## config.mk

```make
export PLATFORM = sky130hd
export DESIGN_NAME = zapped_audio_delta_decoder_unit
export DESIGN_NICKNAME = d
export VERILOG_FILES = /design/src/rtl/zadd_pkg.sv /design/src/rtl/zapped_audio_delta_decoder_unit.sv
export SDC_FILE = /design/constraint.sdc
export NUM_CORES = 1
export LEC_CHECK = 0
export ABC_AREA = 1
export BUFFER_PORTS_ARGS = -buffer_cell sky130_fd_sc_hd__buf_2
export CAP_MARGIN = 20
export CORE_ASPECT_RATIO = 0.7
export CORE_MARGIN = 2
export CORE_UTILIZATION = 46
export DETAILED_ROUTE_END_ITERATION = 8
export PLACE_DENSITY = 0.68
export SLEW_MARGIN = 20
export SYNTH_ARGS = -nofsm -noshare
export SYNTH_HDL_FRONTEND = slang
export SYNTH_SLANG_ARGS = --single-unit
export TNS_END_PERCENT = 100
```

## constraint.sdc

```tcl
create_clock -name clk_i -period 15.77 [get_ports clk_i]
set_clock_uncertainty 0.15 [all_clocks]
set_input_delay 2.3655 -clock clk_i [delete_from_list [all_inputs] [get_ports clk_i]]
set_output_delay 2.3655 -clock clk_i [all_outputs]
set_load 0.03 [all_outputs]
```

## src/rtl/zadd_pkg.sv

```systemverilog
// Types, codes and delta tables of the zapped audio delta decoder.
package zadd_pkg;

  typedef enum logic [1:0] {
    PH_CODE = 2'd0,
    PH_TWO  = 2'd1,
    PH_FOUR = 2'd2,
    PH_LIT  = 2'd3
  } phase_e;

  // Mode field of a code byte (top two bits).
  localparam logic [1:0] ModeTwo     = 2'b00;
  localparam logic [1:0] ModeFour    = 2'b01;
  localparam logic [1:0] ModeRaw     = 2'b10;
  localparam logic [1:0] ModeSilence = 2'b11;

  localparam int unsigned LimitW   = 20;
  localparam int unsigned CountW   = 21;
  localparam int unsigned LeftW    = 22;
  localparam int unsigned ResCntW  = 6;
  localparam int unsigned BurstLen = 4;

  localparam logic [CountW-1:0]  CountMax   = {CountW{1'b1}};
  localparam logic [LimitW-1:0]  LimitReset = 20'd65535;
  localparam logic [7:0]         PredReset  = 8'h80;
  localparam logic [ResCntW-1:0] MaxRes     = 6'd32;

  localparam logic signed [4:0] Delta2 [4] = '{-5'sd2, -5'sd1, 5'sd0, 5'sd1};
  localparam logic signed [4:0] Delta4 [16] = '{
    -5'sd9, -5'sd8, -5'sd6, -5'sd5, -5'sd4, -5'sd3, -5'sd2, -5'sd1,
    5'sd0, 5'sd1, 5'sd2, 5'sd3, 5'sd4, 5'sd5, 5'sd6, 5'sd8
  };

  // Add a small signed delta to a sample, clamp to 0..255.
  function automatic logic [7:0] sat_add(logic [7:0] p, logic signed [4:0] d);
    logic [9:0] sum;
    sum = {2'b00, p} + {{5{d[4]}}, d};
    if (sum[9]) begin
      return 8'd0;
    end else if (sum[8]) begin
      return 8'hFF;
    end
    return sum[7:0];
  endfunction

endpackage

```

## src/rtl/zapped_audio_delta_decoder_unit.sv

```systemverilog
// Top level of the zapped audio delta decoder.
//
// Decodes a byte stream of zapped audio into unsigned 8-bit samples. Each accepted input word
// is decoded in the cycle it is taken: the predictor, phase, run and limit counters are
// updated at once, and the samples that the byte yields land in a four-entry burst register.
// The burst register feeds the output register one word per cycle while out_ready_i does not
// stall it. A byte gives four results for a two-bit data byte, two for a four-bit data byte,
// one for a literal, a raw delta or a done report, data+1 (at most 32) for a silence code,
// and none for a code that opens a run. A new input word is taken in the cycle the last word
// of the current burst moves to the output register. Results pass through the burst register
// and then the output register. A done report (sample_valid 0, done_res 1, last 1) answers
// every byte after the sample limit was reached at a code byte, and every byte after reset
// until a start word. sample_limit is loaded at a start word; writes are taken at any time.
module zapped_audio_delta_decoder_unit (
  input  logic                        clk_i,
  input  logic                        rst_ni,
  input  logic                        cfg_we_i,
  input  logic [zadd_pkg::LimitW-1:0] cfg_wdata_i,
  input  logic                        in_valid_i,
  output logic                        in_ready_o,
  input  logic [7:0]                  code_byte_i,
  input  logic                        start_req_i,
  output logic                        out_valid_o,
  input  logic                        out_ready_i,
  output logic [7:0]                  sample_o,
  output logic                        sample_valid_o,
  output logic                        last_o,
  output logic                        done_res_o,
  output logic [zadd_pkg::CountW-1:0] consumed_count_o
);
  import zadd_pkg::*;

  // Configuration and decoder state.
  logic [LimitW-1:0]        limit_q;
  logic [7:0]               pred_q, pred_d;
  phase_e                   phase_q, phase_d;
  logic [5:0]               run_left_q, run_left_d;
  logic signed [LeftW-1:0]  left_q, left_d;
  logic [CountW-1:0]        count_q, count_d;
  logic                     fin_q, fin_d;

  // Burst register: results of one input word still to be emitted.
  logic                     busy_q, busy_d;
  logic [ResCntW-1:0]       cnt_q, cnt_d;
  logic [7:0]               vals_q [BurstLen];
  logic [7:0]               vals_d [BurstLen];
  logic                     rep_q, rep_d;
  logic                     done_q, done_d;
  logic [CountW-1:0]        bcount_q, bcount_d;

  // Output register.
  logic                     out_valid_q;
  logic [7:0]               sample_q;
  logic                     svalid_q, last_q, dres_q;
  logic [CountW-1:0]        ocount_q;

  logic in_accept, move;

  // Decode signals.
  logic [7:0]              pred0;
  logic signed [LeftW-1:0] left0;
  logic [CountW-1:0]       count0;
  phase_e                  phase0;
  logic [5:0]              run_left0;
  logic                    fin1;
  logic [7:0]              v2 [BurstLen];
  logic [7:0]              v4 [2];
  logic [7:0]              raw_val;
  logic [5:0]              data;
  logic [ResCntW-1:0]      n_res;
  logic [7:0]              res_vals [BurstLen];
  logic                    res_rep;

  // Hand over the burst to the output register when that one is free or drains now.
  assign move       = busy_q && (!out_valid_q || out_ready_i);
  assign in_ready_o = !busy_q || (move && (cnt_q == ResCntW'(1)));
  assign in_accept  = in_valid_i && in_ready_o;

  // A start word rewinds the stream before the byte is decoded.
  assign pred0     = start_req_i ? PredReset : pred_q;
  assign left0     = start_req_i ? LeftW'(signed'({1'b0, limit_q})) : left_q;
  assign count0    = start_req_i ? '0 : count_q;
  assign phase0    = start_req_i ? PH_CODE : phase_q;
  assign run_left0 = start_req_i ? 6'd0 : run_left_q;
  assign fin1      = (start_req_i ? 1'b0 : fin_q)
                   || ((phase0 == PH_CODE) && (left0[LeftW-1] || (left0 == '0)));
  assign data      = code_byte_i[5:0];

  // Chain the per-pair and per-nibble saturating adds.
  assign v2[0]   = sat_add(pred0, Delta2[code_byte_i[1:0]]);
  assign v2[1]   = sat_add(v2[0], Delta2[code_byte_i[3:2]]);
  assign v2[2]   = sat_add(v2[1], Delta2[code_byte_i[5:4]]);
  assign v2[3]   = sat_add(v2[2], Delta2[code_byte_i[7:6]]);
  assign v4[0]   = sat_add(pred0, Delta4[code_byte_i[3:0]]);
  assign v4[1]   = sat_add(v4[0], Delta4[code_byte_i[7:4]]);
  // Raw delta wraps modulo 256.
  assign raw_val = pred0 + {{3{code_byte_i[4]}}, code_byte_i[4:0]};

  always_comb begin
    pred_d     = pred0;
    left_d     = left0;
    count_d    = count0;
    phase_d    = phase0;
    run_left_d = run_left0;
    fin_d      = fin1;
    n_res      = '0;
    res_rep    = 1'b0;
    for (int k = 0; k < BurstLen; k++) begin
      res_vals[k] = pred0;
    end
    if (fin1) begin
      // Done report: byte not consumed.
      n_res       = ResCntW'(1);
      res_vals[0] = 8'd0;
    end else begin
      count_d = (count0 == CountMax) ? count0 : count0 + CountW'(1);
      if (phase0 == PH_CODE) begin
        unique case (code_byte_i[7:6])
          ModeRaw: begin
            if (code_byte_i[5]) begin
              pred_d      = raw_val;
              res_vals[0] = raw_val;
              n_res       = ResCntW'(1);
            end else begin
              phase_d    = PH_LIT;
              run_left_d = data;
            end
          end
          ModeFour: begin
            phase_d    = PH_FOUR;
            run_left_d = data;
          end
          ModeTwo: begin
            phase_d    = PH_TWO;
            run_left_d = data;
          end
          ModeSilence: begin
            // Clip long silence to the burst limit.
            n_res   = (data >= 6'd31) ? MaxRes : ResCntW'(data) + ResCntW'(1);
            res_rep = 1'b1;
          end
          default: begin
            n_res = '0;
          end
        endcase
      end else begin
        priority if (phase0 == PH_LIT) begin
          pred_d      = code_byte_i;
          res_vals[0] = code_byte_i;
          n_res       = ResCntW'(1);
        end else if (phase0 == PH_FOUR) begin
          pred_d      = v4[1];
          res_vals[0] = v4[0];
          res_vals[1] = v4[1];
          n_res       = ResCntW'(2);
        end else begin
          pred_d = v2[3];
          for (int k = 0; k < BurstLen; k++) begin
            res_vals[k] = v2[k];
          end
          n_res = ResCntW'(BurstLen);
        end
        if (run_left0 == 6'd0) begin
          phase_d = PH_CODE;
        end else begin
          run_left_d = run_left0 - 6'd1;
        end
      end
      left_d = left0 - LeftW'(n_res);
    end
  end

  always_ff @(posedge clk_i or negedge rst_ni) begin
    if (!rst_ni) begin
      limit_q <= LimitReset;
    end else if (cfg_we_i) begin
      limit_q <= cfg_wdata_i;
    end
  end

  always_ff @(posedge clk_i or negedge rst_ni) begin
    if (!rst_ni) begin
      pred_q     <= PredReset;
      phase_q    <= PH_CODE;
      run_left_q <= 6'd0;
      left_q     <= '0;
      count_q    <= '0;
      fin_q      <= 1'b1;
    end else if (in_accept) begin
      pred_q     <= pred_d;
      phase_q    <= phase_d;
      run_left_q <= run_left_d;
      left_q     <= left_d;
      count_q    <= count_d;
      fin_q      <= fin_d;
    end
  end

  // Burst register: load on a word that gives results, else shift out one per move.
  always_comb begin
    busy_d   = busy_q;
    cnt_d    = cnt_q;
    vals_d   = vals_q;
    rep_d    = rep_q;
    done_d   = done_q;
    bcount_d = bcount_q;
    if (move) begin
      if (cnt_q == ResCntW'(1)) begin
        busy_d = 1'b0;
      end else begin
        cnt_d = cnt_q - ResCntW'(1);
        if (!rep_q) begin
          for (int k = 0; k < BurstLen - 1; k++) begin
            vals_d[k] = vals_q[k+1];
          end
        end
      end
    end
    if (in_accept && (n_res != '0)) begin
      busy_d   = 1'b1;
      cnt_d    = n_res;
      vals_d   = res_vals;
      rep_d    = res_rep;
      done_d   = fin1;
      bcount_d = count_d;
    end
  end

  always_ff @(posedge clk_i or negedge rst_ni) begin
    if (!rst_ni) begin
      busy_q <= 1'b0;
      cnt_q  <= '0;
    end else begin
      busy_q <= busy_d;
      cnt_q  <= cnt_d;
    end
  end

  always_ff @(posedge clk_i) begin
    vals_q   <= vals_d;
    rep_q    <= rep_d;
    done_q   <= done_d;
    bcount_q <= bcount_d;
  end

  // Output register: take the head of the burst, drop the word once taken.
  always_ff @(posedge clk_i or negedge rst_ni) begin
    if (!rst_ni) begin
      out_valid_q <= 1'b0;
    end else if (move) begin
      out_valid_q <= 1'b1;
    end else if (out_ready_i) begin
      out_valid_q <= 1'b0;
    end
  end

  always_ff @(posedge clk_i) begin
    if (move) begin
      sample_q <= vals_q[0];
      svalid_q <= !done_q;
      last_q   <= (cnt_q == ResCntW'(1));
      dres_q   <= done_q;
      ocount_q <= bcount_q;
    end
  end

  assign out_valid_o      = out_valid_q;
  assign sample_o         = sample_q;
  assign sample_valid_o   = svalid_q;
  assign last_o           = last_q;
  assign done_res_o       = dres_q;
  assign consumed_count_o = ocount_q;

endmodule

```

# ---- Yosys cells after proc, flatten, opt, wreduce, memory -nomap -nowiden
# Memories as Yosys holds them, arrays and structs flattened.
# Index checks and enable logic that the tools add are counted.
# W data, S select, Z words.
dict set report totals {
  reg_bits 175
  latch_bits 0
  mem_bits_rw 0
  rom_bits 160
  output_inout_bits 34
  elab_cells 184
  memories 2
}
dict set report op_classes {
  n_addsub 12
  multipliers 0
  div 0
  order_cmp 7
  n_eq_ne 9
  shifts 0
  mux 100
  bitwise 7
  n_reduce_logical 25
}
# memory depth word_bits rd rd_ports_with_merged_regs wr line
set memory_table {}
lappend memory_table {{(name not given)} 16 5 1 0 0 zapped_audio_delta_decoder_unit.sv:95} ;# assign v4[1] = sat_add(v4[0], Delta4[code_byte_i[7:4]]);
lappend memory_table {{(name not given)} 16 5 1 0 0 zapped_audio_delta_decoder_unit.sv:94} ;# assign v4[0] = sat_add(pred0, Delta4[code_byte_i[3:0]]);
# cell n
set ops {}
lappend ops {{$mux W8} 28}
lappend ops {{$mux W24} 6}
lappend ops {{$mux W6} 12}
lappend ops {{$mux W21} 3}
lappend ops {{$add A9 B5 Y10} 6}
lappend ops {{$mux W5} 12}
lappend ops {{$mux W22} 2}
lappend ops {{$bmux W5 S2} 4}
lappend ops {{$mux W16} 2}
lappend ops {{$mux W32} 1}
lappend ops {{$pmux W6 S2} 2}
lappend ops {{$logic_not A22 Y1} 1}
lappend ops {{$sub A22 B6 Y22} 1}
lappend ops {{$add A21 B1 Y21 const B} 1}
lappend ops {{$eq A21 B21 Y1 const B} 1}
lappend ops {{$mux W1} 20}
lappend ops {{$ge A3 B3 Y1 const B} 4}
lappend ops {{$not A2 Y3} 4}
lappend ops {{$sub A6 B1 Y6 const B} 2}
lappend ops {{$ge A5 B5 Y1 const B} 2}
lappend ops {{$mux W2} 5}
lappend ops {{$not A4 Y5} 2}
lappend ops {{$add A8 B8 Y8} 1}
lappend ops {{$eq A2 B2 Y1 const B} 4}
lappend ops {{18 further kinds} 34}

# ---- Longest topological paths before layout
# Gate-level depths: netlist of run 1.
dict set report depth {
  word_depth 25
  mapped_depth 56
}

# ---- Worst setup path before layout of run 1
# No wires, ideal clock.
dict set report synth_timing {
  kind {input to register}
  startpoint {in start_req_i}
  endpoint {reg vals_q[3] in the netlist's numbering, data pin}
  arrival_ps 8873
  setup_slack_ps 6485
  path_stages 43
  n_path_buf 3
  cell_sequence {buf_4 -> buf_6 -> buf_6 -> nor2_1 -> ha_1 -> inv_1 -> fa_1 -> nand3b_1 -> nand2_1 -> nand2_1 -> nand3_1 -> nand2_1 -> o21a_1 -> ha_1 -> fa_1 -> nand3_1 -> nand2_1 -> nand2_1 -> [... 7 more ...] -> nand3_1 -> nand2_1 -> nand4_1 -> nand2_1 -> xor2_1 -> o21ai_0 -> inv_1 -> ha_1 -> inv_1 -> fa_1 -> o21ai_0 -> nand2_1 -> nand3_1 -> nand2_1 -> o21ai_0 -> nor2_1 -> a21oi_1 -> o21ai_0}
}
# item line
set synth_rtl {}
lappend synth_rtl {{start: declaration} zapped_audio_delta_decoder_unit.sv:22} ;# input logic start_req_i,
lappend synth_rtl {{end signal: assignment} zapped_audio_delta_decoder_unit.sv:240} ;# vals_q <= vals_d;
lappend synth_rtl {{end: declaration} zapped_audio_delta_decoder_unit.sv:45} ;# logic [7:0] vals_q [BurstLen];

# ---- Worst setup path after layout of run 1
dict set report layout_timing {
  startpoint {in start_req_i}
  endpoint {reg pred_q[3]}
}
dict set report layout_via {
  elab_chain_len 21
  word_cells_on_any_way 48
}
# item line
set layout_rtl {}
lappend layout_rtl {{$mux W8} zapped_audio_delta_decoder_unit.sv:80} ;# assign pred0 = start_req_i ? PredReset : pred_q;
lappend layout_rtl {{$add A9 B5 Y10} zadd_pkg.sv:37} ;# sum = {2'b00, p} + {{5{d[4]}}, d};
lappend layout_rtl {{$mux W1} zadd_pkg.sv:40} ;# end else if (sum[8]) begin
lappend layout_rtl {{$mux W1} zadd_pkg.sv:38} ;# if (sum[9]) begin
lappend layout_rtl {{$mux W8} zadd_pkg.sv:43} ;# return sum[7:0];
lappend layout_rtl {{$add A9 B5 Y10} zadd_pkg.sv:37}
lappend layout_rtl {{$mux W1} zadd_pkg.sv:40}
lappend layout_rtl {{$mux W1} zadd_pkg.sv:38}
lappend layout_rtl {{[... 5 more ...]} --}
lappend layout_rtl {{$add A9 B5 Y10} zadd_pkg.sv:37}
lappend layout_rtl {{$mux W1} zadd_pkg.sv:40}
lappend layout_rtl {{$mux W1} zadd_pkg.sv:38}
lappend layout_rtl {{$mux W8} zadd_pkg.sv:43}
lappend layout_rtl {{$mux W8} zapped_audio_delta_decoder_unit.sv:151} ;# end else if (phase0 == PH_FOUR) begin
lappend layout_rtl {{$mux W8} zapped_audio_delta_decoder_unit.sv:147} ;# priority if (phase0 == PH_LIT) begin
lappend layout_rtl {{$mux W8} zapped_audio_delta_decoder_unit.sv:117} ;# if (phase0 == PH_CODE) begin
lappend layout_rtl {{$mux W8 (*)} zapped_audio_delta_decoder_unit.sv:111} ;# if (fin1) begin
lappend layout_rtl {{end signal: assignment} zapped_audio_delta_decoder_unit.sv:183} ;# pred_q <= PredReset;
lappend layout_rtl {{end signal: assignment} zapped_audio_delta_decoder_unit.sv:190} ;# pred_q <= pred_d;
lappend layout_rtl {{end: declaration} zapped_audio_delta_decoder_unit.sv:35} ;# logic [7:0] pred_q, pred_d;
# Every way passes the cells marked *; elsewhere a longest branch is shown, timed or not.
# A chain may end at the register's enable or synchronous reset.

==> Implementation_results.wiki, run 1 <==
{| class="wikitable"
! Metric !! Value
|-
| Hold-fix buffers, CTS || 0
|-
| Number of fill cells in the layout || 2699
|-
| Critical path startpoint category || input pin
|-
| Height of the chip || 146 um
|-
| Top post-synthesis cells by area || sky130_fd_sc_hd__edfxtp_1 20%, sky130_fd_sc_hd__nand2_1 14%, sky130_fd_sc_hd__dfrtp_1 13%
|-
| Critical Path Slowest Stage Cell || sky130_fd_sc_hd__nor2_1
|-
| YS warnings || 0
|-
| Number of synthesized flops with an enable pin || 87
|-
| CORE AREA || between 20000 and 30000 sq um
|-
| Area growth syn-to-layout || 9.72%
|-
| Worst reg-to-reg setup slack || between 7 and 8 ns
|-
| Resized cells post-CTS || 0
|-
| Final setup violation count || 0
|-
| Post-detail-place hpwl || 28800 um
|-
| Flip-flop and latch count after synthesis || 175
|-
| Number of different library cells in the post-synthesis netlist || slightly below 50
|-
| First-pass GRT wire length || 61700 um
|-
| Total number of clock tree sinks || 175
|-
| Count of cells along the worst hold path || 0
|-
| Maximum number of pins on one net before global-route repair || 79
|-
| Synth cell count leaders || 512 x sky130_fd_sc_hd__nand2_1, 210 x sky130_fd_sc_hd__inv_1, 156 x sky130_fd_sc_hd__nor2_1
|-
| Routed Antenna Nets || 0
|-
| Layout cell share with drive strength beyond 1 || 9.68%
|-
| Class of the most critical setup path || in -> reg
|-
| TritonCTS clock tree || yes
|-
| Gr usage total || 26.2%
|-
| RR Endpoint || pred_q[3]$_DFFE_PN0P_
|-
| Starting density of the core || 47.2%
|-
| Post-synth design cell area || roughly 13000 sq um
|-
| Startpoint of the worst register-to-register path || pred_q[0]$_DFFE_PN0P_
|-
| Syn_nets || 1917
|-
| Die Wd || 207 um
|-
| Outcome || completed
|-
| I/O Pins || 68
|-
| Worst vdd ir || 0.0795 mV
|-
| Worst slew margin relative to its limit || between 30% and 40%
|-
| Total power divided by cell area || 165 nW/um^2
|-
| Commonest register cell after synthesis || sky130_fd_sc_hd__edfxtp_1
|-
| Routed len/inst || 17.3 um
|-
| Vias per std cell || 5.49
|-
| RSZ-0062 raised after global routing || no
|-
| Crit Path Max Fanout || 48
|-
| Endpoint type of the worst setup path || register
|-
| Worst Slack Setup Final || 5.22 ns
|-
| Diode count || 0
|-
| Hold path startpoint || bcount_q[7]$_DFFE_PP_
|-
| Slew at the pin closest to its max-slew limit || 1.05 ns
|-
| Sum of routed wire length over all layers || 38500 um
|-
| Type of the most critical hold path || reg -> reg
|-
| Per-instance average area after synthesis || 7.41 sq um
|-
| Post-layout net count || 1963
|-
| Leading cell type by number of instances after synthesis || sky130_fd_sc_hd__nand2_1
|-
| Setup tns final || 0 ns
|-
| Initial antenna violation count || 0
|-
| Number of optimization iterations in the first detailed-route pass || 6
|-
| Residual DRC count || 0
|-
| Top-area cell type share of the netlist area || 19.7%
|-
| Clock-pin slew on the worst setup and hold paths || 0.08 ns
|-
| Worst min-delay path endpoint || consumed_count_o[7]$_DFFE_PP_
|-
| GRT overflow || 0
|-
| Leakage power of the design || 7.03 nW
|-
| Final GP Congestion || a little over 1
|-
| Cell at the root of the clock tree || sky130_fd_sc_hd__clkbuf_16
|-
| Std-Cell Rows || 51
|-
| Max-slew violation total from the final report || 0
|-
| Number of buffers added by the clock tree synthesis step || 17
|-
| Count of maximum capacitance violations || 0
|-
| Shortest clock period the worst path allows after layout || about 11 ns
|-
| Area leader, netlist || sky130_fd_sc_hd__edfxtp_1
|-
| Setup Fix Bufs, Post-CTS || 0
|-
| Number of endpoints with negative hold slack in the final report || 0
|-
| Period utilization || 66.9%
|-
| Signal arrival time at the worst endpoint || around 11 ns
|-
| Required time at the worst-slack endpoint || 15.92 ns
|-
| Share of async-settable or async-resettable flops after synthesis || about half
|-
| Die Area || just over 30000 sq um
|-
| Largest incremental delay on the critical path || 0.45 ns
|-
| Maximum buffer depth of the clock tree || 2
|-
| H-tree lvl count || 4
|-
| Count of vias placed by the detailed router || 12200
|-
| Maximum clock frequency || 0.0948 GHz
|-
| Final core utilization || 51.8%
|-
| Number of input and output port buffers inserted || 67
|-
| Cell count of the worst reg-to-reg path || 42
|-
| Detailed router's first-iteration violation count || about 1400
|-
| Worst-case setup slack after placement || approximately 5.0 ns
|-
| Number of cells produced by synthesis || 1790
|-
| Clock insertion delay at the later pin of the skew report || 0.45 ns
|-
| Via count of the first global-routing pass || approximately 11000
|-
| Share of the yosys chip area belonging to registers || 36.5%
|-
| Crit path top cell by count || sky130_fd_sc_hd__nand2_1
|}
-- worst max-delay path: cells and delay by family --
kind | cells | cell delay, ns
AOI/OAI and AO/OA | 11 | 2.55
and+or+nand+nor | 16 | 2.17
adders and majority gates | 6 | 2.05
xor gates and xnor gates | 1 | 0.40
buffers and inverters | 9 | 1.11
-- routing by layer --
metal / global-route usage [%] / up-vias / wire [um]
met4: 5.21 / 0 / 482
li1: - / 5981 / -
met5: 0 / - / 0
met1: 40.6 / 5672 / 18600
met2: 34.7 / 492 / 15000
met3: 8.86 / 39 / 4380
-- worst max-delay path by stage --
stage | start | end | slack, ns | cells past startpoint
final | start_req_i | pred_q[3]$_DFFE_PN0P_ | 5.22 | 43
after global routing | start_req_i | pred_q[3]$_DFFE_PN0P_ | 4.43 | 43
after CTS | start_req_i | pred_q[3]$_DFFE_PN0P_ | 5.49 | 43
after detailed placement | start_req_i | pred_q[3]$_DFFE_PN0P_ | 5.04 | 44
after global placement | start_req_i | pred_q[5]$_DFFE_PN0P_ | 5.21 | 45
after floorplan | start_req_i | vals_q[3]$_DFFE_PP_ | 6.49 | 43
-- registers in the layout, indices dropped and copies added (netlist names), 2 cells and up --
signal / flops
pred_q: 8
limit_q: 20
left_q: 22
bcount_q: 21
count_q: 21
sample_o: 8
consumed_count_o: 21
phase_q: 2
vals_q: 32
cnt_q: 6
run_left_q: 6
-- stage by stage --
step	area, sq um	power [mW]	hold WS [ns]	instances
5_1_grt	14600	2.59	0.277	2220
3_3_place_gp	13900	1.93	0.252	2187
2_1_floorplan	13300	1.59	0.250	1790
6_report	14600	2.41	0.271	2220
4_1_cts	14500	2.37	0.272	2219
3_5_place_dp	13900	1.94	0.255	2187
-- kinds of logic after synthesis --
kind of cell / Yosys count / synth area share, %
and+or+nand+nor: 835 / 25.8
muxes: 15 / 1.27
AOI/OAI and AO/OA: 315 / 13.4
buffers and inverters: 274 / 8.16
DFF: 175 / 36.5
adders and majority gates: 93 / 9.22
xor gates and xnor gates: 83 / 5.71
-- power by group --
group | leakage [nW] | total, mW | internal, mW | switching [mW]
clock | 0.287 | 0.424 | 0.214 | 0.210
combinational | 4.85 | 1.28 | 0.393 | 0.883
sequential | 1.89 | 0.706 | 0.651 | 0.0547
-- placed cells by master (no fill, tap or decap), drive strengths merged, types with 2 or more instances in the layout --
cell type  Yosys  routed
nand3         95      95
a22oi          2       2
a21oi         90      90
xor2          59      59
fa             8       8
o21bai         3       3
a31oi         16      16
nand2        516     516
xnor2         24      24
nor4           3       3
mux2          15      15
o211ai        27      27
nand4         26      26
nand3b         2       2
dfstp         18      18
buf           22      83
o2111ai        3       3
clkinv         3       6
o22ai          2       2
ha            85      85
a32oi          3       3
edfxtp        87      87
dfrtp         70      70
clkbuf        34      18
a21boi        11      11
nor2         165     165
or2            5       5
nor3          20      20
inv          215     225
o21ai        141     141
a21o           6       6
o21a           8       8
-- final cells by class --
class                      instances  area [sq um]  share of cell area (%)
multi-input combinational       1341          7360                    50.6
sequential                       175          4840                    33.2
inverter                         218           818                    5.62
timing repair buffer              83           478                    3.28
tap                              371           464                    3.19
clock buffer                      18           429                    2.95
clock inverter                    14           164                    1.13
(Power assumes the default switching activity.)
==> run 2: changes to the inputs <==
- ABC_AREA: 1 -> 0
- PLACE_DENSITY: 0.68 -> 0.7
- clock period: 15.77 -> 9.01 ns (I/O delays scaled with it)
==> run 2 against run 1 <==
Effect of this change: register-to-register slack got worse by 6.2 ns; critical path depth down 5; critical path type unchanged; first-iteration DRC count decreased by 4.3%; worst setup slack lost 4.9 ns; routed wire length rose by 6.0%; non-clock buffer count grew 107; sequential share of layout area fell by 2.6 points; utilization is 3.1 points higher; highest routed layer is now met5.
==> Implementation_results.wiki, run 2 <==
{| class="wikitable"
! Metric !! Value
|-
| Sw Share || 44.5% (was 47.7%)
|-
| Worst vdd ir || 0.177 mV (was 0.0795 mV)
|-
| Worst slew margin relative to its limit || 43.4% (was 30.3%)
|-
| Initial antenna violation count || 1 (was 0)
|-
| Part of the power in combinational logic || 56.8% (was 53.0%)
|-
| Number of optimization iterations in the first detailed-route pass || 6 (unchanged)
|-
| Maximum buffer depth of the clock tree || 2 (unchanged)
|-
| Class of the most critical setup path || in -> reg (unchanged)
|-
| Post-route insts no fill || 2035 (was 2220)
|-
| Area leader, netlist || sky130_fd_sc_hd__edfxtp_1 (unchanged)
|-
| Sequential group share of total power || 28.0% (was 29.3%)
|-
| Max reg flops || 32 (unchanged)
|-
| Shortest clock period the worst path allows after layout || 8.65 ns
|-
| Per-instance average area after synthesis || 8.85 sq um (was 7.41 sq um)
|-
| Number of input and output port buffers inserted || 67 (unchanged)
|-
| Count of vias placed by the detailed router || 12500 (was 12200)
|-
| Outcome || completed (unchanged)
|-
| Top post-synthesis cells by area || sky130_fd_sc_hd__edfxtp_1 20%, sky130_fd_sc_hd__dfrtp_1 13%, sky130_fd_sc_hd__ha_1 8.0% (was sky130_fd_sc_hd__edfxtp_1 20%, sky130_fd_sc_hd__nand2_1 14%, sky130_fd_sc_hd__dfrtp_1 13%)
|-
| Flip-flop and latch count after synthesis || 175 (unchanged)
|-
| Residual DRC count || 0 (unchanged)
|-
| Max-slew violation total from the final report || 0 (unchanged)
|-
| Cell-internal power || 2.70 mW (was 1.26 mW)
|-
| Die Area || 30400 sq um (was 30200 sq um)
|-
| Startpoint of the worst register-to-register path || pred_q[0]$_DFFE_PN0P_ (unchanged)
|-
| Count of buffer and inverter cells on the critical path || 6 (was 9)
|-
| Total number of clock tree sinks || 175 (unchanged)
|-
| Count of maximum capacitance violations || 0 (unchanged)
|-
| Routed Antenna Nets || 0 (unchanged)
|-
| First-pass GRT wire length || 63300 um (was 61700 um)
|-
| Beginning of the critical path || start_req_i (unchanged)
|-
| Period utilization || between 90% and 100%
|-
| Critical path startpoint category || input pin (unchanged)
|-
| Gr usage total || 26.5% (was 26.2%)
|-
| Commonest register cell after synthesis || sky130_fd_sc_hd__edfxtp_1 (unchanged)
|-
| Share of async-settable or async-resettable flops after synthesis || 50.3% (unchanged)
|-
| Final instance area || 15800 sq um (was 14600 sq um)
|-
| TritonCTS clock tree || yes (unchanged)
|-
| Placement Cell Area || 15000 sq um (was 13900 sq um)
|-
| Diode count || 0 (unchanged)
|-
| Share of the yosys chip area belonging to registers || 36.2% (was 36.5%)
|-
| Sum of routed wire length over all layers || 40700 um (was 38500 um)
|-
| Number of buffers added by the clock tree synthesis step || 17 (unchanged)
|-
| Critical Path Slowest Stage Cell || sky130_fd_sc_hd__fa_2 (was sky130_fd_sc_hd__nor2_1)
|-
| Hold Worst Slack || 0.267 ns (was 0.271 ns)
|-
| Crit Path Max Fanout || 9 (was 48)
|-
| Slew at the pin closest to its max-slew limit || 0.841 ns (was 1.05 ns)
|-
| Endpoint type of the worst setup path || register (unchanged)
|-
| Syn_nets || 1636 (was 1917)
|-
| Total power divided by cell area || 307 nW/um^2 (was 165 nW/um^2)
|-
| Top-area cell type share of the netlist area || 19.6% (was 19.7%)
|-
| Largest reg by FF count || vals_q (unchanged)
|-
| Area growth syn-to-layout || 18.3% (was 9.72%)
|-
| Cell at the root of the clock tree || sky130_fd_sc_hd__clkbuf_16 (unchanged)
|-
| Std-Cell Rows || 52 (was 51)
|-
| Number of different library cells in the post-synthesis netlist || 89 (was 49)
|-
| Number of endpoints with negative hold slack in the final report || 0 (unchanged)
|-
| Largest incremental delay on the critical path || 0.42 ns (was 0.45 ns)
|-
| Type of the most critical hold path || reg -> reg (unchanged)
|-
| Synth cell count leaders || 150 x sky130_fd_sc_hd__nand2_1, 133 x sky130_fd_sc_hd__nor2_1, 114 x sky130_fd_sc_hd__o21ai_0 (was 512 x sky130_fd_sc_hd__nand2_1, 210 x sky130_fd_sc_hd__inv_1, 156 x sky130_fd_sc_hd__nor2_1)
|-
| Layout cell share with drive strength beyond 1 || 21.3% (was 9.68%)
|-
| Maximum number of pins on one net before global-route repair || 68 (was 79)
|-
| Final setup violation count || 0 (unchanged)
|-
| Signal arrival time at the worst endpoint || 8.87 ns (was 10.70 ns)
|-
| Via count of the first global-routing pass || 11200 (unchanged)
|-
| Number of fill cells in the layout || 2658 (was 2699)
|-
| Clk pwr share || 15.2% (was 17.6%)
|-
| I/O Pins || 68 (unchanged)
|-
| Maximum clock frequency || 0.116 GHz
|-
| Number of synthesized flops with an enable pin || 87 (unchanged)
|-
| CORE AREA || 28800 sq um (was 28100 sq um)
|-
| Leading cell type by number of instances after synthesis || sky130_fd_sc_hd__nand2_1 (unchanged)
|-
| Placed Instances || 1994 (was 2187)
|-
| Vias per std cell || 6.12 (was 5.49)
|-
| Height of the chip || 147 um (was 146 um)
|-
| Switching pwr || 2.16 mW (was 1.15 mW)
|-
| Final core utilization || 54.9% (was 51.8%)
|-
| Hold path startpoint || vals_q[24]$_DFFE_PP_ (was bcount_q[7]$_DFFE_PP_)
|-
| Post-layout net count || 1771 (was 1963)
|-
| Leakage power of the design || 6.35 nW (was 7.03 nW)
|-
| Starting density of the core || 46.4% (was 47.2%)
|-
| Post-detail-place hpwl || 30100 um (was 28800 um)
|-
| Hold-fix buffers, CTS || 0 (unchanged)
|-
| Detailed router's first-iteration violation count || 1376 (was 1438)
|-
| YS warnings || 0 (unchanged)
|-
| Number of cells produced by synthesis || 1509 (was 1790)
|-
| Clock-pin slew on the worst setup and hold paths || 0.07 ns (was 0.08 ns)
|-
| Clock insertion delay at the later pin of the skew report || 0.45 ns (about the same)
|-
| Crit-path leading delay family || compound AO/OA/AOI/OAI gates (unchanged)
|-
| Required time at the worst-slack endpoint || 9.24 ns (was 15.92 ns)
|-
| Post-synth design cell area || 13400 sq um (was 13300 sq um)
|-
| H-tree lvl count || 4 (unchanged)
|-
| Die Wd || 208 um (was 207 um)
|-
| Most common library cell in the layout ignoring fill and taps || sky130_fd_sc_hd__nand2_1 (unchanged)
|-
| Registers with the highest flip-flop counts || vals_q (32), left_q (22) (unchanged)
|-
| GRT overflow || 0 (unchanged)
|-
| Routed len/inst || 20.0 um (was 17.3 um)
|-
| Commonest cells after routing, fill and taps aside || 148 x sky130_fd_sc_hd__nand2_1, 129 x sky130_fd_sc_hd__nor2_1, 125 x sky130_fd_sc_hd__buf_4, 110 x sky130_fd_sc_hd__o21ai_0, 91 x sky130_fd_sc_hd__a21oi_1 (was 512 x sky130_fd_sc_hd__nand2_1, 210 x sky130_fd_sc_hd__inv_1, 156 x sky130_fd_sc_hd__nor2_1, 135 x sky130_fd_sc_hd__o21ai_0, 94 x sky130_fd_sc_hd__nand3_1)
|-
| Final GP Congestion || 1.01 (was 1.03)
|-
| RSZ-0062 raised after global routing || yes (was no)
|}
==> run 2: power by group through the flow <==
stage / Combinational (mW) / Sequential, mW / Clock (mW)
5_1_grt: 3.00 / 1.39 / 0.779
3_3_place_gp: 2.55 / 1.35 / 0
4_1_cts: 2.63 / 1.35 / 0.750
6_report: 2.76 / 1.36 / 0.736
2_1_floorplan: 1.64 / 1.41 / 0
3_5_place_dp: 2.61 / 1.36 / 0
==> run 2: metal layers <==
| metal | vias up | global-route usage [%] | wire length (um) |
|---|---|---|---|
| met5 | - | 0 | 12 |
| met2 | 591 | 35.7 | 16500 |
| met1 | 5925 | 40.8 | 19100 |
| met4 | 2 | 6.42 | 629 |
| met3 | 59 | 7.89 | 4500 |
| li1 | 5879 | - | - |
==> run 2: area by class of cell <==
cell class | count | area (sq um) | area share, %
multi-input cells | 1200 | 8410 | 53.3
flip-flops and latches | 175 | 4840 | 30.6
repair buffers | 190 | 1260 | 8.00
well taps | 378 | 473 | 2.99
clock buffers | 17 | 425 | 2.69
inverters | 60 | 225 | 1.43
clock inverters | 15 | 158 | 0.998
==> run 2: kinds of logic after synthesis <==
logic type	after synthesis	share of synthesized area, %
buf+inv	134	3.94
mux	61	4.86
xor+xnor	75	4.92
flops	175	36.2
compound gates	455	22.4
fa+ha+maj	93	9.16
simple gates	516	18.5
==> run 2: what timing repair did <==
| action | in CTS | in global routing |
|---|---|---|
| endpoints found under the setup margin | 0 | 16 |
| resized for setup | 0 | 36 |
| setup buffers | 0 | 9 |
==> run 2: worst paths after layout <==
| path | to | slack, ns | cells past startpoint |
|---|---|---|---|
| max | pred_q[7]$_DFFE_PN1P_ | 0.36 | 38 |
| min | sample_o[0]$_DFFE_PP_ | 0.27 | 0 |
| max reg2reg | pred_q[7]$_DFFE_PN1P_ | 1.07 | 36 |
| min reg2reg | sample_o[0]$_DFFE_PP_ | 0.27 | 0 |
| max in group asynchronous | left_q[9]$_DFFE_PN0P_ | 6.84 | 2 |
| min in group asynchronous | count_q[9]$_DFFE_PN0P_ | 0.69 | 1 |
==> run 2: stage by stage <==
stage          worst slack (ns)  power [mW]  TNS [ns]
2_1_floorplan           0.00136        3.05         0
3_3_place_gp            -0.0159        3.90   -0.0159
3_5_place_dp             -0.139        3.97    -0.905
4_1_cts                   0.306        4.73         0
5_1_grt                 -0.0302        5.17   -0.0472
6_report                  0.364        4.86         0
==> run 3: changes to the inputs <==
==> constraint.sdc (replaced) <==
create_clock -name clk_i -period 9.01 [get_ports clk_i]
set_clock_uncertainty 0.15 [all_clocks]
set_input_delay 1.802 -clock clk_i [delete_from_list [all_inputs] [get_ports clk_i]]
set_output_delay 1.802 -clock clk_i [all_outputs]
set_load 0.03 [all_outputs]
==> run 3 against run 2 <==
Effect of this change: the flow now finishes with violations (negative setup slack); utilization is 2.8 points higher; via count is 2.4% higher; non-clock buffer count is 66 higher.
==> Implementation_results.wiki, run 3 (synthesized netlist as in run 2, its figures left out) <==
{| class="wikitable"
! Metric !! Value
|-
| Commonest cells after routing, fill and taps aside || 181 x sky130_fd_sc_hd__buf_4, 147 x sky130_fd_sc_hd__nand2_1, 126 x sky130_fd_sc_hd__nor2_1, 99 x sky130_fd_sc_hd__o21ai_0, 87 x sky130_fd_sc_hd__edfxtp_1 (was 148 x sky130_fd_sc_hd__nand2_1, 129 x sky130_fd_sc_hd__nor2_1, 125 x sky130_fd_sc_hd__buf_4, 110 x sky130_fd_sc_hd__o21ai_0, 91 x sky130_fd_sc_hd__a21oi_1)
|-
| Number of endpoints with negative hold slack in the final report || 0 (unchanged)
|-
| Largest reg by FF count || vals_q (unchanged)
|-
| Number of fill cells in the layout || 2535 (was 2658)
|-
| Class of the most critical setup path || in -> reg (unchanged)
|-
| Placement Cell Area || 15400 sq um (was 15000 sq um)
|-
| Outcome || complete, but fails checks (was completed)
|-
| Final setup violation count || 1 (was 0)
|-
| Worst reg-to-reg setup slack || 1.04 ns (was 1.07 ns)
|-
| Height of the chip || 147 um (unchanged)
|-
| First-pass GRT wire length || 63300 um (about the same)
|-
| Leakage power of the design || 6.70 nW (was 6.35 nW)
|-
| Required time at the worst-slack endpoint || 9.23 ns (was 9.24 ns)
|-
| Gr usage total || 26.2% (was 26.5%)
|-
| I/O Pins || 68 (unchanged)
|-
| Sum of routed wire length over all layers || 41200 um (was 40700 um)
|-
| Via count of the first global-routing pass || 11500 (was 11200)
|-
| Maximum clock frequency || 0.111 GHz (was 0.116 GHz)
|-
| Vias per std cell || 6.07 (was 6.12)
|-
| Area growth syn-to-layout || 24.4% (was 18.3%)
|-
| TritonCTS clock tree || yes (unchanged)
|-
| Routed Antenna Nets || 0 (unchanged)
|-
| Maximum number of pins on one net before global-route repair || 85 (was 68)
|-
| Met3 Use GR || 8.39% (was 7.89%)
|-
| Layout cell share with drive strength beyond 1 || 26.0% (was 21.3%)
|-
| Most common library cell in the layout ignoring fill and taps || sky130_fd_sc_hd__buf_4 (was sky130_fd_sc_hd__nand2_1)
|-
| Worst vdd ir || 0.163 mV (was 0.177 mV)
|-
| Final GP Congestion || 0.994 (was 1.01)
|-
| Starting density of the core || 46.4% (unchanged)
|-
| Crit Path Max Fanout || 8 (was 9)
|-
| Failing checks || negative setup slack
|-
| Largest incremental delay on the critical path || 0.38 ns (was 0.42 ns)
|-
| H-tree lvl count || 4 (unchanged)
|-
| GRT overflow || 0 (unchanged)
|-
| Signal arrival time at the worst endpoint || 9.25 ns (was 8.87 ns)
|-
| Slew at the pin closest to its max-slew limit || 1.05 ns (was 0.841 ns)
|-
| Number of buffers added by the clock tree synthesis step || 17 (unchanged)
|-
| Critical Path Slowest Stage Cell || sky130_fd_sc_hd__o41ai_2 (was sky130_fd_sc_hd__fa_2)
|-
| Clk pwr share || 14.5% (was 15.2%)
|-
| Setup tns final || -0.0256 ns (was 0 ns)
|-
| Cell-internal power || 2.87 mW (was 2.70 mW)
|-
| Total power divided by cell area || 306 nW/um^2 (was 307 nW/um^2)
|-
| Count of maximum capacitance violations || 0 (unchanged)
|-
| Hold-fix buffers, CTS || 0 (unchanged)
|-
| Endpoint type of the worst setup path || register (unchanged)
|-
| Clock insertion delay at the later pin of the skew report || 0.44 ns (was 0.45 ns)
|-
| Routed len/inst || 19.6 um (was 20.0 um)
|-
| Cell at the root of the clock tree || sky130_fd_sc_hd__clkbuf_16 (unchanged)
|-
| RSZ-0062 raised after global routing || yes (unchanged)
|-
| Number of optimization iterations in the first detailed-route pass || 6 (unchanged)
|-
| Shortest clock period the worst path allows after layout || 9.04 ns (was 8.65 ns)
|-
| Max reg flops || 32 (unchanged)
|-
| Residual DRC count || 0 (unchanged)
|-
| Number of input and output port buffers inserted || 67 (unchanged)
|-
| Worst slew margin relative to its limit || 29.2% (was 43.4%)
|-
| Count of vias placed by the detailed router || 12800 (was 12500)
|-
| Die Area || 30400 sq um (unchanged)
|-
| Type of the most critical hold path || reg -> reg (unchanged)
|-
| Total power consumption of the routed design || 5.09 mW (was 4.86 mW)
|-
| Clock-pin slew on the worst setup and hold paths || 0.07 ns (about the same)
|-
| Post-layout net count || 1837 (was 1771)
|-
| Met1 Resource Use GR || 40.1% (was 40.8%)
|-
| Part of the power in combinational logic || 58.9% (was 56.8%)
|-
| Most crowded layer after global routing || met1 (unchanged)
|-
| Switching pwr || 2.22 mW (was 2.16 mW)
|-
| Area of the multi-input gates || 8660 sq um (was 8410 sq um)
|-
| Max-slew violation total from the final report || 0 (unchanged)
|-
| CORE AREA || 28800 sq um (unchanged)
|-
| Total number of clock tree sinks || 175 (unchanged)
|-
| Initial antenna violation count || 2 (was 1)
|-
| Grt met2 use || 35.6% (was 35.7%)
|-
| Worst Slack Setup Final || -0.0256 ns (was 0.364 ns)
|-
| Sequential group share of total power || 26.6% (was 28.0%)
|-
| Std-Cell Rows || 52 (unchanged)
|-
| Die Wd || 208 um (unchanged)
|-
| Detailed router's first-iteration violation count || 1271 (was 1376)
|-
| Sw Share || 43.6% (was 44.5%)
|-
| Post-detail-place hpwl || 29900 um (was 30100 um)
|-
| Critical path startpoint category || input pin (unchanged)
|-
| Maximum buffer depth of the clock tree || 2 (unchanged)
|-
| Registers with the highest flip-flop counts || vals_q (32), left_q (22) (unchanged)
|-
| Period utilization || 100% (was 96.0%)
|-
| Final instance area || 16600 sq um (was 15800 sq um)
|-
| Area occupied by registers || 4840 sq um (unchanged)
|}
-- run 3: stage by stage --
step | setup slack, ns | util (%) | std cells | hold slack [ns]
2_1_floorplan | -0.384 | - | 1509 | 0.250
3_5_place_dp | -0.592 | 53.4 | 2045 | 0.255
5_1_grt | -0.361 | 57.7 | 2101 | 0.282
4_1_cts | 0.00292 | 55.5 | 2078 | 0.266
6_report | -0.0256 | 57.8 | 2102 | 0.264
3_3_place_gp | -0.381 | 53.4 | 2045 | 0.252
-- run 3: path summary, 6_finish.rpt --
path / startpoint / to / depth (start not counted)
setup reg to reg: pred_q[0]$_DFFE_PN0P_ / pred_q[7]$_DFFE_PN1P_ / 39
hold / removal: bcount_q[1]$_DFFE_PP_ / consumed_count_o[1]$_DFFE_PP_ / 0
setup / recovery: code_byte_i[1] / pred_q[7]$_DFFE_PN1P_ / 39
min in group asynchronous: rst_ni / out_valid_o$_DFFE_PN0P_ / 1
hold reg to reg: bcount_q[1]$_DFFE_PP_ / consumed_count_o[1]$_DFFE_PP_ / 0
max in group asynchronous: rst_ni / left_q[2]$_DFFE_PN0P_ / 2
-- run 3: what timing repair did --
item	CTS	global route
gates cloned	0	0
gates resized for setup	5	100
setup endpoints to repair	10	16
buffers inserted	1	25
pin swaps	4	42
-- run 3: final cells by class --
type                            count  share of cell area (%)
Clock buffer                       21                    2.65
Sequential cell                   175                    29.1
Timing Repair Buffer              256                    10.9
Tap cell                          378                    2.85
Multi-Input combinational cell   1200                    52.1
Antenna cell                        1                  0.0151
Inverter                           60                    1.50
Clock inverter                     11                   0.806
-- run 3: power groups by stage --
stage	Sequential, mW	Clock (mW)	Combinational [mW]
3_3_place_gp	1.34	0	2.65
5_1_grt	1.38	0.780	3.24
3_5_place_dp	1.36	0	2.69
2_1_floorplan	1.41	0	1.64
6_report	1.35	0.738	3.00
4_1_cts	1.35	0.747	2.72
-- run 3: critical path: cells and delay by family --
kind                     cells  cell delay, ns
AND/OR/NAND/NOR              6            0.97
AO/OA/AOI/OAI               21            3.99
buffers and inverters        6            1.00
adder cells (fa/ha/maj)      6            1.46
-- run 3: routing by layer --
layer | share of wire [%] | routed length [um] | up-vias
li1 | - | - | 5997
met1 | 47 | 19400 | 6095
met2 | 40 | 16600 | 572
met3 | 11 | 4400 | 83
met4 | 1.9 | 800 | 4
met5 | 0.068 | 28 | -
